--- src/rtl/http_chunked_body_decoder_top_macros.svh ---
// Assertion macros used by the chunked body decoder top.
// Depends on nothing; users provide clk and rst_n in scope.
`ifndef HTTP_CHUNKED_BODY_DECODER_TOP_MACROS_SVH
`define HTTP_CHUNKED_BODY_DECODER_TOP_MACROS_SVH

// Same-cycle implication, checked outside reset.
`define CHD_ASSERT_IMP(lbl, ante, cons, msg) \
    lbl: assert property (@(posedge clk) disable iff (!rst_n) (ante) |-> (cons)) \
        else $error(msg);

// Next-cycle implication, checked outside reset.
`define CHD_ASSERT_NXT(lbl, ante, cons, msg) \
    lbl: assert property (@(posedge clk) disable iff (!rst_n) (ante) |=> (cons)) \
        else $error(msg);

`endif

--- src/rtl/chd_pkg.sv ---
// Package for the chunked body decoder: widths, codes, phase and result types.
// Used by chd_cfg, chd_core and http_chunked_body_decoder_top.
package chd_pkg;

    localparam int SIZE_LINE_MAX_DEF = 8;
    localparam int BYTE_W            = 8;
    localparam int SIZE_W            = 24;
    localparam int TOTAL_W           = 32;
    localparam int HEX_W             = 4;
    localparam int ADDR_W            = 3;
    localparam int REG_IDX_W         = ADDR_W - 2;
    localparam int DATA_W            = 32;

    localparam logic [SIZE_W-1:0]    SIZE_SAT       = '1;
    localparam logic [TOTAL_W-1:0]   BODY_LIMIT_RST = '1;
    localparam logic [BYTE_W-1:0]    CHAR_CR        = 8'h0D;
    localparam logic [BYTE_W-1:0]    CHAR_LF        = 8'h0A;
    localparam logic [REG_IDX_W-1:0] REG_BODY_LIMIT = '0;

    typedef enum logic [1:0] {
        PH_SIZE,
        PH_DATA,
        PH_CRLF,
        PH_DONE
    } phase_t;

    typedef enum logic [1:0] {
        KIND_NONE,
        KIND_PAYLOAD,
        KIND_FINISHED,
        KIND_ERROR
    } kind_t;

    typedef struct packed {
        kind_t               kind;
        logic [BYTE_W-1:0]   out_byte;
        logic [TOTAL_W-1:0]  body_length;
    } result_t;

endpackage

--- src/rtl/http_chunked_body_decoder_top.sv ---
// HTTP chunked body decoder: one received body byte in, one result out per
// transfer. A byte is taken into an input register; the framing logic turns
// it into a result in a single pass and the result is held in an output
// register until the downstream side takes it. The block sustains one byte
// per clock cycle while the downstream side keeps taking results. A result
// passes through the input register and then the output register before it
// can be taken. While a result waits, the block accepts one more byte into its
// input register, since the input and output registers form a two-deep
// pipeline. Each input byte yields exactly one result: kind
// none, payload byte, body finished (with the total length) or error. A byte
// with tlast set ends the stream: the result is an error unless the body has
// finished or failed by that byte, and the decoder then starts over for a new
// body. The body length limit is written over the APB-style port at byte
// address 0; write it only while no transfer is in flight. Size lines longer
// than SIZE_LINE_MAX - 1 bytes are rejected.
// Depends on chd_pkg, chd_cfg, chd_core and the assertion macro header.
`include "http_chunked_body_decoder_top_macros.svh"

module http_chunked_body_decoder_top
    import chd_pkg::*;
#(
    parameter int SIZE_LINE_MAX = SIZE_LINE_MAX_DEF
)
(
    input  logic               clk,
    input  logic               rst_n,
    // input byte stream
    input  logic               s_tvalid,
    output logic               s_tready,
    input  logic [7:0]         s_tdata,   // [7:0] data_byte
    input  logic               s_tlast,   // end_of_input
    // result stream
    output logic               m_tvalid,
    input  logic               m_tready,
    output logic [39:0]        m_tdata,   // [7:0] out_byte, [39:8] body_length
    output logic [1:0]         m_tuser,   // [1:0] kind
    // configuration
    input  logic               psel,
    input  logic               penable,
    input  logic               pwrite,
    input  logic [ADDR_W-1:0]  paddr,
    input  logic [DATA_W-1:0]  pwdata,
    output logic [DATA_W-1:0]  prdata,
    output logic               pready
);

    logic               in_valid_reg, in_valid_next;
    logic [BYTE_W-1:0]  in_byte_reg,  in_byte_next;
    logic               in_last_reg,  in_last_next;
    logic               out_valid_reg, out_valid_next;
    result_t            out_result_reg, out_result_next;

    logic               in_xfer;
    logic               advance;
    logic [TOTAL_W-1:0] body_limit;
    result_t            step_result;

    chd_cfg u_cfg
    (
        .clk        (clk),
        .rst_n      (rst_n),
        .psel       (psel),
        .penable    (penable),
        .pwrite     (pwrite),
        .paddr      (paddr),
        .pwdata     (pwdata),
        .prdata     (prdata),
        .pready     (pready),
        .body_limit (body_limit)
    );

    chd_core #(
        .SIZE_LINE_MAX (SIZE_LINE_MAX)
    ) u_core
    (
        .clk          (clk),
        .rst_n        (rst_n),
        .step         (advance),
        .data_byte    (in_byte_reg),
        .end_of_input (in_last_reg),
        .body_limit   (body_limit),
        .result       (step_result)
    );

    // Advance the held byte when the output register is free or being drained
    assign advance  = in_valid_reg && (!out_valid_reg || m_tready);
    assign s_tready = !in_valid_reg || advance;
    assign in_xfer  = s_tvalid && s_tready;

    always_comb
    begin
        in_valid_next   = in_valid_reg;
        in_byte_next    = in_byte_reg;
        in_last_next    = in_last_reg;
        out_valid_next  = out_valid_reg;
        out_result_next = out_result_reg;
        if (in_xfer)
        begin
            in_valid_next = 1'b1;
            in_byte_next  = s_tdata;
            in_last_next  = s_tlast;
        end
        else if (advance)
        begin
            in_valid_next = 1'b0;
        end
        if (advance)
        begin
            out_valid_next  = 1'b1;
            out_result_next = step_result;
        end
        else if (m_tready)
        begin
            out_valid_next = 1'b0;
        end
    end

    always_ff @(posedge clk or negedge rst_n)
    begin
        if (!rst_n)
        begin
            in_valid_reg  <= 1'b0;
            out_valid_reg <= 1'b0;
        end
        else
        begin
            in_valid_reg  <= in_valid_next;
            out_valid_reg <= out_valid_next;
        end
    end

    // Payload registers, no reset
    always_ff @(posedge clk)
    begin
        in_byte_reg    <= in_byte_next;
        in_last_reg    <= in_last_next;
        out_result_reg <= out_result_next;
    end

    assign m_tvalid = out_valid_reg;
    assign m_tuser  = out_result_reg.kind;
    assign m_tdata  = {out_result_reg.body_length, out_result_reg.out_byte};

    `CHD_ASSERT_NXT(a_in_held, in_xfer, in_valid_reg, "accepted byte not held in input register")
    `CHD_ASSERT_NXT(a_result_loaded, advance, m_tvalid, "advanced byte produced no result")
    `CHD_ASSERT_IMP(a_payload_counted, m_tvalid && (m_tuser == KIND_PAYLOAD),
                    m_tdata[39:8] != '0, "payload result with zero body length")
    `CHD_ASSERT_IMP(a_byte_zero, m_tvalid && (m_tuser != KIND_PAYLOAD),
                    m_tdata[7:0] == '0, "non-payload result carries a byte")

endmodule

--- src/rtl/chd_cfg.sv ---
// APB-style register file holding the body length limit.
// Depends on chd_pkg.
module chd_cfg
    import chd_pkg::*;
(
    input  logic               clk,
    input  logic               rst_n,
    input  logic               psel,
    input  logic               penable,
    input  logic               pwrite,
    input  logic [ADDR_W-1:0]  paddr,
    input  logic [DATA_W-1:0]  pwdata,
    output logic [DATA_W-1:0]  prdata,
    output logic               pready,
    output logic [TOTAL_W-1:0] body_limit
);

    logic [TOTAL_W-1:0]   body_limit_reg;
    logic [TOTAL_W-1:0]   body_limit_next;
    logic [REG_IDX_W-1:0] reg_idx;
    logic                 wr_en;

    assign reg_idx = paddr[ADDR_W-1:2];
    assign pready  = 1'b1;
    assign wr_en   = psel && penable && pwrite && pready && (reg_idx == REG_BODY_LIMIT);

    always_comb
    begin
        body_limit_next = body_limit_reg;
        if (wr_en)
        begin
            body_limit_next = pwdata;
        end
    end

    always_ff @(posedge clk or negedge rst_n)
    begin
        if (!rst_n)
        begin
            body_limit_reg <= BODY_LIMIT_RST;
        end
        else
        begin
            body_limit_reg <= body_limit_next;
        end
    end

    assign prdata     = (reg_idx == REG_BODY_LIMIT) ? body_limit_reg : '0;
    assign body_limit = body_limit_reg;

endmodule

--- src/rtl/chd_core.sv ---
// Framing state machine of the chunked body decoder and its per-byte result.
// Depends on chd_pkg.
module chd_core
    import chd_pkg::*;
#(
    parameter int SIZE_LINE_MAX = SIZE_LINE_MAX_DEF
)
(
    input  logic               clk,
    input  logic               rst_n,
    input  logic               step,
    input  logic [BYTE_W-1:0]  data_byte,
    input  logic               end_of_input,
    input  logic [TOTAL_W-1:0] body_limit,
    output result_t            result
);

    localparam int CNT_W = $clog2(SIZE_LINE_MAX + 1);

    phase_t              phase_reg,     phase_next,     phase_step;
    logic [CNT_W-1:0]    count_reg,     count_next;
    logic [SIZE_W-1:0]   size_reg,      size_next;
    logic                closed_reg,    closed_next;
    logic                seen_reg,      seen_next;
    logic [SIZE_W-1:0]   remaining_reg, remaining_next;
    logic                crlf_reg,      crlf_next;
    logic [TOTAL_W-1:0]  total_reg,     total_next,     total_step;

    logic [CNT_W-1:0]    count_inc;
    logic                line_full;
    logic                is_cr;
    logic                is_lf;
    logic                hex_ok;
    logic [HEX_W-1:0]    hex_val;
    logic [SIZE_W-1:0]   size_acc;
    logic                at_limit;
    logic [SIZE_W-1:0]   rem_dec;
    kind_t               kind_step;

    // Shared decode of the current byte
    always_comb
    begin
        count_inc = count_reg + CNT_W'(1);
        line_full = (count_inc >= CNT_W'(SIZE_LINE_MAX));
        is_cr     = (data_byte == CHAR_CR);
        is_lf     = (data_byte == CHAR_LF);
        hex_ok    = 1'b0;
        hex_val   = '0;
        if (data_byte >= 8'h30 && data_byte <= 8'h39)
        begin
            hex_ok  = 1'b1;
            hex_val = HEX_W'(data_byte - 8'h30);
        end
        else if (data_byte >= 8'h61 && data_byte <= 8'h66)
        begin
            hex_ok  = 1'b1;
            hex_val = HEX_W'(data_byte - 8'h57);
        end
        else if (data_byte >= 8'h41 && data_byte <= 8'h46)
        begin
            hex_ok  = 1'b1;
            hex_val = HEX_W'(data_byte - 8'h37);
        end
        // shift in one digit, saturating once the top nibble would overflow
        size_acc = (size_reg[SIZE_W-1 -: HEX_W] != '0) ? SIZE_SAT
                                                       : {size_reg[SIZE_W-HEX_W-1:0], hex_val};
        at_limit   = (total_reg >= body_limit);
        rem_dec    = (remaining_reg != '0) ? remaining_reg - SIZE_W'(1) : '0;
        total_step = (phase_reg == PH_DATA && !at_limit) ? total_reg + TOTAL_W'(1) : total_reg;
    end

    // Next state
    always_comb
    begin
        phase_step     = phase_reg;
        count_next     = count_reg;
        size_next      = size_reg;
        closed_next    = closed_reg;
        seen_next      = seen_reg;
        remaining_next = remaining_reg;
        crlf_next      = crlf_reg;
        total_next     = total_step;
        unique case (phase_reg)
            PH_SIZE:
            begin
                count_next = count_inc;
                if (line_full)
                begin
                    phase_step = PH_DONE;
                end
                else if (is_lf)
                begin
                    if (size_reg == '0)
                    begin
                        phase_step = PH_DONE;
                    end
                    else
                    begin
                        remaining_next = size_reg;
                        phase_step     = PH_DATA;
                        count_next     = '0;
                        size_next      = '0;
                        closed_next    = 1'b0;
                        seen_next      = 1'b0;
                    end
                end
                else if (hex_ok)
                begin
                    if (!closed_reg)
                    begin
                        size_next = size_acc;
                        seen_next = 1'b1;
                    end
                end
                else if (is_cr)
                begin
                    if (seen_reg)
                    begin
                        closed_next = 1'b1;
                    end
                end
                else
                begin
                    phase_step = PH_DONE;
                end
            end
            PH_DATA:
            begin
                if (at_limit)
                begin
                    phase_step = PH_DONE;
                end
                else
                begin
                    remaining_next = rem_dec;
                    if (rem_dec == '0)
                    begin
                        phase_step = PH_CRLF;
                        crlf_next  = 1'b0;
                    end
                end
            end
            PH_CRLF:
            begin
                if (!crlf_reg)
                begin
                    if (is_cr)
                    begin
                        crlf_next = 1'b1;
                    end
                    else
                    begin
                        phase_step = PH_DONE;
                    end
                end
                else if (is_lf)
                begin
                    crlf_next   = 1'b0;
                    phase_step  = PH_SIZE;
                    count_next  = '0;
                    size_next   = '0;
                    closed_next = 1'b0;
                    seen_next   = 1'b0;
                end
                else
                begin
                    phase_step = PH_DONE;
                end
            end
            PH_DONE:
            begin
                phase_step = PH_DONE;
            end
            default:
            begin
                phase_step = PH_DONE;
            end
        endcase

        phase_next = phase_step;
        // end of input returns everything to its reset value
        if (end_of_input)
        begin
            phase_next     = PH_SIZE;
            count_next     = '0;
            size_next      = '0;
            closed_next    = 1'b0;
            seen_next      = 1'b0;
            remaining_next = '0;
            crlf_next      = 1'b0;
            total_next     = '0;
        end
    end

    // Outputs
    always_comb
    begin
        kind_step = KIND_NONE;
        unique case (phase_reg)
            PH_SIZE:
            begin
                if (line_full)
                begin
                    kind_step = KIND_ERROR;
                end
                else if (is_lf)
                begin
                    kind_step = (size_reg == '0) ? KIND_FINISHED : KIND_NONE;
                end
                else if (!hex_ok && !is_cr)
                begin
                    kind_step = KIND_ERROR;
                end
            end
            PH_DATA:
            begin
                kind_step = at_limit ? KIND_ERROR : KIND_PAYLOAD;
            end
            PH_CRLF:
            begin
                if (crlf_reg ? !is_lf : !is_cr)
                begin
                    kind_step = KIND_ERROR;
                end
            end
            PH_DONE:
            begin
                kind_step = KIND_NONE;
            end
            default:
            begin
                kind_step = KIND_NONE;
            end
        endcase

        result.kind        = kind_step;
        result.out_byte    = (kind_step == KIND_PAYLOAD) ? data_byte : '0;
        result.body_length = total_step;
        if (end_of_input && phase_step != PH_DONE)
        begin
            result.kind     = KIND_ERROR;
            result.out_byte = '0;
        end
    end

    always_ff @(posedge clk or negedge rst_n)
    begin
        if (!rst_n)
        begin
            phase_reg     <= PH_SIZE;
            count_reg     <= '0;
            size_reg      <= '0;
            closed_reg    <= 1'b0;
            seen_reg      <= 1'b0;
            remaining_reg <= '0;
            crlf_reg      <= 1'b0;
            total_reg     <= '0;
        end
        else if (step)
        begin
            phase_reg     <= phase_next;
            count_reg     <= count_next;
            size_reg      <= size_next;
            closed_reg    <= closed_next;
            seen_reg      <= seen_next;
            remaining_reg <= remaining_next;
            crlf_reg      <= crlf_next;
            total_reg     <= total_next;
        end
    end

endmodule

--- config.mk ---
export PLATFORM = sky130hd
export DESIGN_NAME = http_chunked_body_decoder_top
export DESIGN_NICKNAME = d
export VERILOG_FILES = /design/src/rtl/chd_pkg.sv /design/src/rtl/http_chunked_body_decoder_top.sv /design/src/rtl/chd_cfg.sv /design/src/rtl/chd_core.sv
export VERILOG_INCLUDE_DIRS = /design/src /design/src/rtl
export SDC_FILE = /design/constraint.sdc
export NUM_CORES = 1
export LEC_CHECK = 0
export BUFFER_PORTS_ARGS = -buffer_cell sky130_fd_sc_hd__buf_2
export CAP_MARGIN = 40
export CORE_UTILIZATION = 30
export CTS_BUF_LIST = sky130_fd_sc_hd__clkbuf_16
export DETAILED_ROUTE_END_ITERATION = 16
export PLACE_DENSITY_LB_ADDON = 0.12
export SKIP_LAST_GASP = 1
export SYNTH_ARGS = -nofsm -noshare
export SYNTH_HDL_FRONTEND = slang
export SYNTH_SLANG_ARGS = --single-unit
--- constraint.sdc ---
create_clock -name clk -period 3.7 [get_ports clk]
set_input_delay 0.74 -clock clk [delete_from_list [all_inputs] [get_ports clk]]
set_output_delay 0.74 -clock clk [all_outputs]
set_load 0.02 [all_outputs]
Word-level counts from Yosys, hierarchy flattened --
Index checks and enable logic that the tools add are counted.
Storage, ports and cells: input bits 51, word-level logic and storage cells 166, flip-flop bits (word level) 174
Cells by class: add/subtract/negate cells 6, $lt $le $gt $ge 8, multiplexer cells 79, equality and inequality tests 20, reductions and logical operators 35, bitwise gates (word level) 2
Operator list (count):
- 2-to-1 mux 24 bit | 15
- 2-to-1 mux 32 bit | 3
- one-hot mux 24 bit (2 select lines) | 2
- zero test 24 bit | 2
- 2-to-1 mux 4 bit | 9
- adder 32 x 1 -> 32 bit (second input constant) | 1
- greater-or-equal comparator 32 bit | 1
- 2-to-1 mux 2 bit | 16
- 2-to-1 mux 1 bit | 28
- nonzero test 24 bit | 1
- subtractor 24 x 1 -> 24 bit (second input constant) | 1
- == test 8 x 4 -> 1 bit (second input constant) | 2
- greater-or-equal comparator 8 x 7 -> 1 bit (second input constant) | 2
- <= comparator 8 x 7 -> 1 bit (second input constant) | 2
- one-hot mux 2 bit (4 select lines) | 2
- inequality test 3 bit (second input constant) | 4
- inequality test 4 x 2 -> 1 bit (second input constant) | 3
- logical AND 1 bit | 11
- inequality test 3 x 2 -> 1 bit (second input constant) | 3
- AND reduction 9 bit | 1
- nonzero test 3 bit | 3
- greater-or-equal comparator 8 x 6 -> 1 bit (second input constant) | 1
- <= comparator 8 x 6 -> 1 bit (second input constant) | 1
- inequality test 4 bit (second input constant) | 2
- 20 further kinds | 34

Logic depth before layout (Yosys ltp) --
Gate-level depths: netlist (run 1).
word-level depth 14, depth in mapped cells 12, depth with buffers taken out 10

Cells and area by module --
Synthesis (run 1) repeated with hierarchy kept, for this count alone.
Second synthesis, totals: cell total of the unflattened synthesis 1011, area, all modules 10371.2 µm²
Modules (own cells, without submodules):
- chd_core | area each 7141.8 µm², times used 1, cells an instance 847, seq. area each 2227.1 µm²
- http_chunked_body_decoder_top | area each 1635.3 µm², times used 1, cells an instance 59, seq. area each 1581.5 µm²
- chd_cfg | area each 1594.0 µm², times used 1, cells an instance 105, seq. area each 840.8 µm²

Least setup slack after synthesis (run 1) --
Ideal clock, no wire load.
path kind in2reg, from input m_tready, to register u_core.size_reg[13], cell stages on the path 8, setup time 0.127 ns, path buffers 1, arrival 3.321 ns, slack 0.251 ns, path through nand2b_1 nand2_1 clkinv_1 o21ai_1 a21oi_2 nand2_2 buf_6 mux2_1
Between the ends: longest elaborated chain between the ends 3
Ends and longest elaborated chain:
- start, declared | RTL line http_chunked_body_decoder_top.sv:34 | input logic m_tready,
- logical OR 1 bit | RTL line http_chunked_body_decoder_top.sv:86 | assign advance = in_valid_reg && (!out_valid_reg || m_tready);
- logical AND 1 bit | RTL line http_chunked_body_decoder_top.sv:86
- named net advance | RTL line http_chunked_body_decoder_top.sv:54 | logic advance;
- AND reduction 8 bit (no source line)
- end signal, assigned | RTL line chd_core.sv:263 | size_reg <= size_next;
- end, declared | RTL line chd_core.sv:22 | logic [SIZE_W-1:0] size_reg, size_next;
The timed path passes the listed nets, and every way through them passes these cells. A chain may end at the register's enable or synchronous reset.

Worst setup path in the final report (run 1) --
from register u_cfg.body_limit_reg[30], in the netlist u_cfg.body_limit[30], to register out_result_reg, in the netlist m_tuser[1] (data pin)
Between the ends: longest elaborated chain between the ends 5, elaborated cells between the ends (all ways) 7
Ends and longest elaborated chain:
- start, declared | RTL line chd_cfg.sv:18 | logic [TOTAL_W-1:0] body_limit_reg;
- start signal, assigned | RTL line chd_cfg.sv:44 | body_limit_reg <= body_limit_next;
- greater-or-equal comparator 32 bit (*) | RTL line chd_core.sv:67 | at_limit = (total_reg >= body_limit);
- 2-to-1 mux 2 bit | RTL line chd_core.sv:129 | if (at_limit)
- one-hot mux 2 bit (4 select lines) | RTL line chd_core.sv:83 | unique case (phase_reg)
- inequality test 2 bit | RTL line chd_core.sv:239 | if (end_of_input && phase_step != PH_DONE)
- logical AND 1 bit | RTL line chd_core.sv:239
- end signal, assigned | RTL line http_chunked_body_decoder_top.sv:137 | out_result_reg <= out_result_next;
- end, declared | RTL line http_chunked_body_decoder_top.sv:51 | result_t out_result_reg, out_result_next;
Mark *: on every way between the ends. The rest lies on a longest branch, timed or not.

==> impl_metrics.tcl, run 1 <==
set metrics [dict create \
    grt_pass1_wl_um 42550 \
    leakage_uw 0.005130 \
    grt_busiest_layer "met2" \
    hold_viol 0 \
    critPathMaxFanout 7 \
    fin_crit_sh_pct 94.20 \
    synth_ff_type "dfrtp_1" \
    coreArea_um2 31880 \
    htreeDepth 4 \
    dp_hpwl_um 18230 \
    antenna_found_initial 0 \
    wl_um 26060 \
    fin_skew_ns 0.01116 \
    yosys.cell_types.count 76 \
    utilization_pct 36.32 \
    grt_max_degree 83 \
    numCtsBuffers 17 \
    setup_viol 0 \
    row_count 65 \
    synth_fp_nets 1089 \
    synth-seq-cells 174 \
    instances_no_fill 1559 \
    grtUsageTotal_pct 16.18 \
    route.detailed.wl_per_inst_um 16.71 \
    hp-class "primary input to asynchronous set/reset pin" \
    setup_tns_ns 0 \
    die_area_um2 33500 \
    avgSynthCellArea_um2 9.852 \
    rsz0062_at_grt "false" \
    final_max_slew_viol_count 0 \
    syn_inst 998 \
    async_flop_share_pct 70.69 \
    powerDensity_nw_per_um2 706.2 \
    clk_pin_slew_worst_paths_ns 0.07 \
    io_pins 128 \
    gp_congestion 0.7846 \
    drc_errors 0 \
    cts_root_buffer "clkbuf_16" \
    vias 7765 \
    area_delta_synth_final_pct 17.78 \
    nets 1202 \
    crit_arrival_ns 3.66 \
    r2r_slack_ns 0.21 \
    path_class "register to register" \
    insertion_delay_ns 0.44 \
    vias_per_cell 4.981 \
    cts_tree "built" \
    drt_iter0_drc 464 \
    critPathRequiredTime_ns 3.88 \
    grtUsageMet2_pct 24.97 \
    drive_above_1_share_pct 23.93 \
    setup_ws_ns 0.2148 \
    fmax_ghz 0.2869 \
    period_minus_slack_ns 3.485 \
    max_stage_delay_ns 0.68 \
    met1_usage_pct 23.41 \
    crit_path_top_delay_cell "nor4_1" \
    maxCapViolCount 0 \
    dp_slack_ns 0.1277 \
    critical_path.cell_chain "inv_1 > ha_1 > nand4_1 > nor4_1 > o211ai_1 > a41oi_4 > buf_4 > or2_1 > o32ai_1 > o21ai_1 > nand2_1" \
    slew_headroom_pct 48.07 \
    grt_pass1_vias 7550 \
    final_common_cell "buf_2" \
    n_fill_cell 3291 \
    initial_core_util_pct 30.84 \
    synth_edf_count 51 \
    ctsHoldBuffers 0 \
    largest_register_ffs 40 \
    clockBufferDepth 2 \
    die_h_um 183.0 \
    drtAntennaViolNets 0 \
    n_antenna_cell 0 \
    grt_overflow 0 \
    dr.pass1.iters 5 \
    ys_seq_area_share_pct 47.29 \
    layout_common_cells "buf_2, nor2_1, dfrtp_1, nand2_1, o21ai_0" \
    endpoint_kind "register" \
    ir_drop_v 0.0003663 \
    met3_usage_pct 2.442 \
    io_buffers 124 \
    total_power_uw 8178 \
    r2r_cells 11 \
    ys_warn_count 0 \
    cts_sinks 174 \
    max_slew.worst_pin.slew_ns 0.7775 \
    start_kind "register" \
    post-place-cells 1527 \
    syn_area_um2 9832 \
    post-cts-setup-buffers 0 \
    status "complete, no violations" \
    die_x_um 183.0 \
]
## worst max-delay path, delay by kind of cell, from the launching register on
family / cells / cell delay (ns)
simple gates: 4 / 1.10
compound gates: 4 / 1.04
fa+ha+maj: 1 / 0.32
buf+inv: 2 / 0.25
flops: 1 / 0.52
## cell usage after synthesis (all sizes together) (5+ instances only)
| library cell | n | share of area [%] |
|---|---|---|
| edfxtp | 51 | 16 |
| nand3 | 42 | 2.1 |
| and3 | 19 | 1.2 |
| nor2 | 110 | 4.2 |
| nor3 | 34 | 2.0 |
| nor4b | 5 | 0.45 |
| dfstp | 32 | 8.6 |
| o31ai | 31 | 2.4 |
| xnor2 | 34 | 3.0 |
| nor4 | 17 | 1.1 |
| a22oi | 5 | 0.38 |
| and4 | 9 | 0.83 |
| clkbuf | 38 | 1.5 |
| buf | 21 | 1.3 |
| mux2i | 6 | 0.61 |
| or3 | 7 | 0.45 |
| or4 | 8 | 0.65 |
| ha | 40 | 5.1 |
| nor2b | 5 | 0.32 |
| inv | 46 | 1.8 |
| nand2 | 84 | 3.3 |
| nand2b | 9 | 0.57 |
| a31oi | 9 | 0.57 |
| dfrtp | 91 | 23 |
| nand4 | 11 | 0.70 |
| o21ai | 59 | 3.0 |
| mux2 | 57 | 6.5 |
| xor2 | 12 | 1.1 |
| a21oi | 45 | 2.3 |
## cells by family (layout without fill, tap and decap cells)
logic type	Yosys count	after routing	share of synthesized area, %
xor gates and xnor gates	46	46	4.098
other	1	1	0.03814
DFF	174	174	47.29
muxes	63	63	7.139
buffers and inverters	107	233	4.582
and+or+nand+nor	379	379	19.46
AOI/OAI and AO/OA	188	188	12.31
adders and majority gates	40	40	5.090
## metrics by stage
| step | instance area (um^2) | hold WS [ns] |
|---|---|---|
| global placement | 10970 | 0.4711 |
| CTS | 11570 | 0.3314 |
| finish | 11580 | 0.3318 |
| global route | 11580 | 0.3476 |
| detailed placement | 11000 | 0.4837 |
| floorplan | 9832 | 0.4444 |
## routing by layer
layer | part of all wire [%] | wire [um] | vias to the layer above
met2 | 45 | 11660 | 165
met5 | 0 | 0 | -
met4 | 1.0 | 269 | 0
met1 | 51 | 13210 | 3760
li1 | - | - | 3821
met3 | 3.5 | 913 | 19
## path summary, 6_finish.rpt
check / from / end
max: u_cfg.body_limit[30]$_DFFE_PN1P_ / m_tuser[1]$_SDFFCE_PP1P_
min: rst_n / u_core.total_reg[0]$_DFFE_PN0P_
max reg2reg: u_cfg.body_limit[30]$_DFFE_PN1P_ / m_tuser[1]$_SDFFCE_PP1P_
min reg2reg: u_core.count_reg[2]$_DFFE_PN0P_ / u_core.count_reg[2]$_DFFE_PN0P_
max in group asynchronous: rst_n / u_core.remaining_reg[5]$_DFFE_PN0P_
min in group clk: s_tdata[3] / in_byte_reg[3]$_DFFE_PP_
## power breakdown
| group | leakage [uW] | switching (uW) | internal [uW] |
|---|---|---|---|
| clock | 0.000302 | 777 | 1020 |
| sequential | 0.00205 | 501 | 2490 |
| combinational | 0.00278 | 2040 | 1350 |
## cell type report
type                    instances  area [um^2]  area share [%]
inverters                      48        180.2           1.556
repair buffers                153        885.9           7.650
clock buffers                  18        450.4           3.890
flip-flops and latches        174         4649           40.15
multi-input cells             717         4746           40.98
clock inverters                14        123.9           1.070
well taps                     435        544.3           4.700
## timing repair
action / 4_1_cts / 5_1_grt
endpoints found under the setup margin: 0 / 7
hold endpoints to repair: 0 / 0
resized for setup: 0 / 1
(Power assumes the default switching activity.)
==> run 2: changes to the inputs <==
- CELL_PAD_IN_SITES_DETAIL_PLACEMENT: default -> 1
- CELL_PAD_IN_SITES_GLOBAL_PLACEMENT: default -> 1
- CORE_MARGIN: default -> 2
- CTS_CLUSTER_DIAMETER: default -> 40
==> run 2 against run 1 <==
  * Core utilization is 0.35 points lower
  * Global-route usage grew 1.2 points
  * Clock power increased by 4%
  * Via count up 1.4%
  * Critical path type unchanged
  * Cell count increased by 0.77%
  * Cell area increased by 0.57%
  * Critical path depth did not move
  * Flip-flop and latch count stayed put
  * Clock-buffer cell count fell by 1
==> impl_metrics.tcl, run 2 (same netlist as run 1, synthesis figures left out) <==
set metrics [dict create \
    met1_usage_pct 23.97 \
    gp_congestion 0.7801 \
    utilization_pct 35.98 \
    htreeDepth 4 \
    instances_no_fill 1571 \
    fmax_ghz 0.2918 \
    clockBufferDepth 2 \
    ctsHoldBuffers 0 \
    layout_common_cells "buf_2, nor2_1, dfrtp_1, nand2_1, o21ai_0" \
    r2r_end "m_tuser[0]$_SDFFCE_PP1P_" \
    hold_viol 0 \
    io_buffers 124 \
    post-cts-setup-buffers 0 \
    met3_usage_pct 2.517 \
    grt_pass1_vias 8347 \
    drtAntennaViolNets 0 \
    dp_hpwl_um 20450 \
    die_area_um2 34240 \
    clk_pin_slew_worst_paths_ns 0.08 \
    setup_ws_ns 0.2733 \
    io_pins 128 \
    cts_root_buffer "clkbuf_16" \
    area_delta_synth_final_pct 18.45 \
    period_minus_slack_ns 3.427 \
    wl_um 28250 \
    largest_register_ffs 40 \
    critPathMaxFanout 6 \
    grtUsageMet2_pct 28.91 \
    numCtsBuffers 17 \
    row_count 66 \
    setup_viol 0 \
    r2r_slack_ns 0.27 \
    grt_busiest_layer "met2" \
    grt_max_degree 64 \
    grt_overflow 0 \
    die_h_um 185.0 \
    start_kind "register" \
    antenna_found_initial 0 \
    final_max_slew_viol_count 0 \
    crit_arrival_ns 3.62 \
    route.detailed.wl_per_inst_um 17.98 \
    slew_headroom_pct 55.77 \
    grt_pass1_wl_um 46420 \
    fin_crit_sh_pct 92.61 \
    n_fill_cell 3732 \
    vias_per_cell 5.011 \
    critPathRequiredTime_ns 3.89 \
    r2r_cells 11 \
    status "complete, no violations" \
    hp-class "primary input to asynchronous set/reset pin" \
    powerDensity_nw_per_um2 715.5 \
    initial_core_util_pct 30.37 \
    n_antenna_cell 0 \
    grtUsageTotal_pct 17.43 \
    ir_drop_v 0.0003396 \
    cts_sinks 174 \
    die_x_um 185.0 \
    drc_errors 0 \
    rsz0062_at_grt "false" \
    fin_skew_ns 0.01496 \
    insertion_delay_ns 0.45 \
    leakage_uw 0.005144 \
    drive_above_1_share_pct 24.53 \
    path_class "register to register" \
    dp_slack_ns 0.1340 \
    endpoint_kind "register" \
    max_slew.worst_pin.slew_ns 0.6635 \
    final_common_cell "buf_2" \
    post-place-cells 1539 \
    dr.pass1.iters 4 \
    drt_iter0_drc 355 \
    coreArea_um2 32370 \
    nets 1207 \
    setup_tns_ns 0 \
    r2r-start "u_cfg.body_limit[31]$_DFFE_PN1P_" \
    maxCapViolCount 0 \
    cts_tree "built" \
    vias 7873 \
]
-- run 2: cell types whose count changed in the layout (fill, tap and decap cells not counted), sizes merged --
cell | previous run | this run
bufinv | 2 | 1
inv | 55 | 56
clkinvlp | 0 | 2
clkinv | 5 | 4
buf | 153 | 158
clkbuf | 18 | 17
-- run 2: layout make-up --
class	count	area, um^2	share of cell area (%)
clock buffers	17	425.4	3.653
multi-input cells	717	4743	40.73
flip-flops and latches	174	4649	39.92
clock inverters	15	166.4	1.429
repair buffers	158	928.4	7.972
well taps	442	553.0	4.749
inverters	48	180.2	1.547
-- run 2: metrics by stage --
| stage | total power, uW | hold slack (ns) | instance area [um^2] |
|---|---|---|---|
| 6_report | 8333 | 0.2235 | 11650 |
| 5_1_grt | 9019 | 0.2367 | 11650 |
| 4_1_cts | 8443 | 0.2289 | 11640 |
| 3_5_place_dp | 6528 | 0.4877 | 11050 |
| 3_3_place_gp | 6474 | 0.4776 | 11050 |
| 2_1_floorplan | 5396 | 0.4444 | 9832 |
-- run 2: worst max path at each step --
stage	from	to	slack, ns	depth (start not counted)
floorplan	m_tready	u_core.size_reg[13]$_DFFE_PN0P_	0.25	8
global placement	u_cfg.body_limit[27]$_DFFE_PN1P_	u_core.total_reg[4]$_DFFE_PN0P_	0.19	10
detailed placement	u_cfg.body_limit[27]$_DFFE_PN1P_	u_core.total_reg[4]$_DFFE_PN0P_	0.13	10
CTS	u_cfg.body_limit[27]$_DFFE_PN1P_	u_core.total_reg[4]$_DFFE_PN0P_	0.12	10
global route	u_cfg.body_limit[30]$_DFFE_PN1P_	m_tuser[1]$_SDFFCE_PP1P_	0.004	11
finish	u_cfg.body_limit[31]$_DFFE_PN1P_	m_tuser[0]$_SDFFCE_PP1P_	0.27	11
-- run 2: repair_timing --
item / in CTS / in global routing
setup endpoints to repair: 0 / 9
resized for setup: 0 / 1
endpoints found under the hold margin: 0 / 0
-- run 2: worst max-delay path: stages, from the launching register on --
cell and delay [ns]:
dfstp_2 0.53, inv_1 0.06, ha_1 0.30, nand4_1 0.16
nor4_1 0.60, o211ai_1 0.34, a41oi_4 0.40, buf_4 0.21
or2_1 0.19, o32ai_1 0.14, o21ai_1 0.17, nand2_1 0.07
-- run 2: layer usage --
metal  vias up  wire (um)
li1       3830          -
met2       116      13260
met1      3905      13970
met4         0        279
met5         -          0
met3        22        741
-- run 2: power breakdown --
part	internal, uW	leakage (uW)	switching (uW)	total (uW)
clock network	965	0.000287	901	1870
logic	1380	0.00280	2080	3460
registers	2490	0.00205	515	3010
total	4830	0.00514	3500	8330
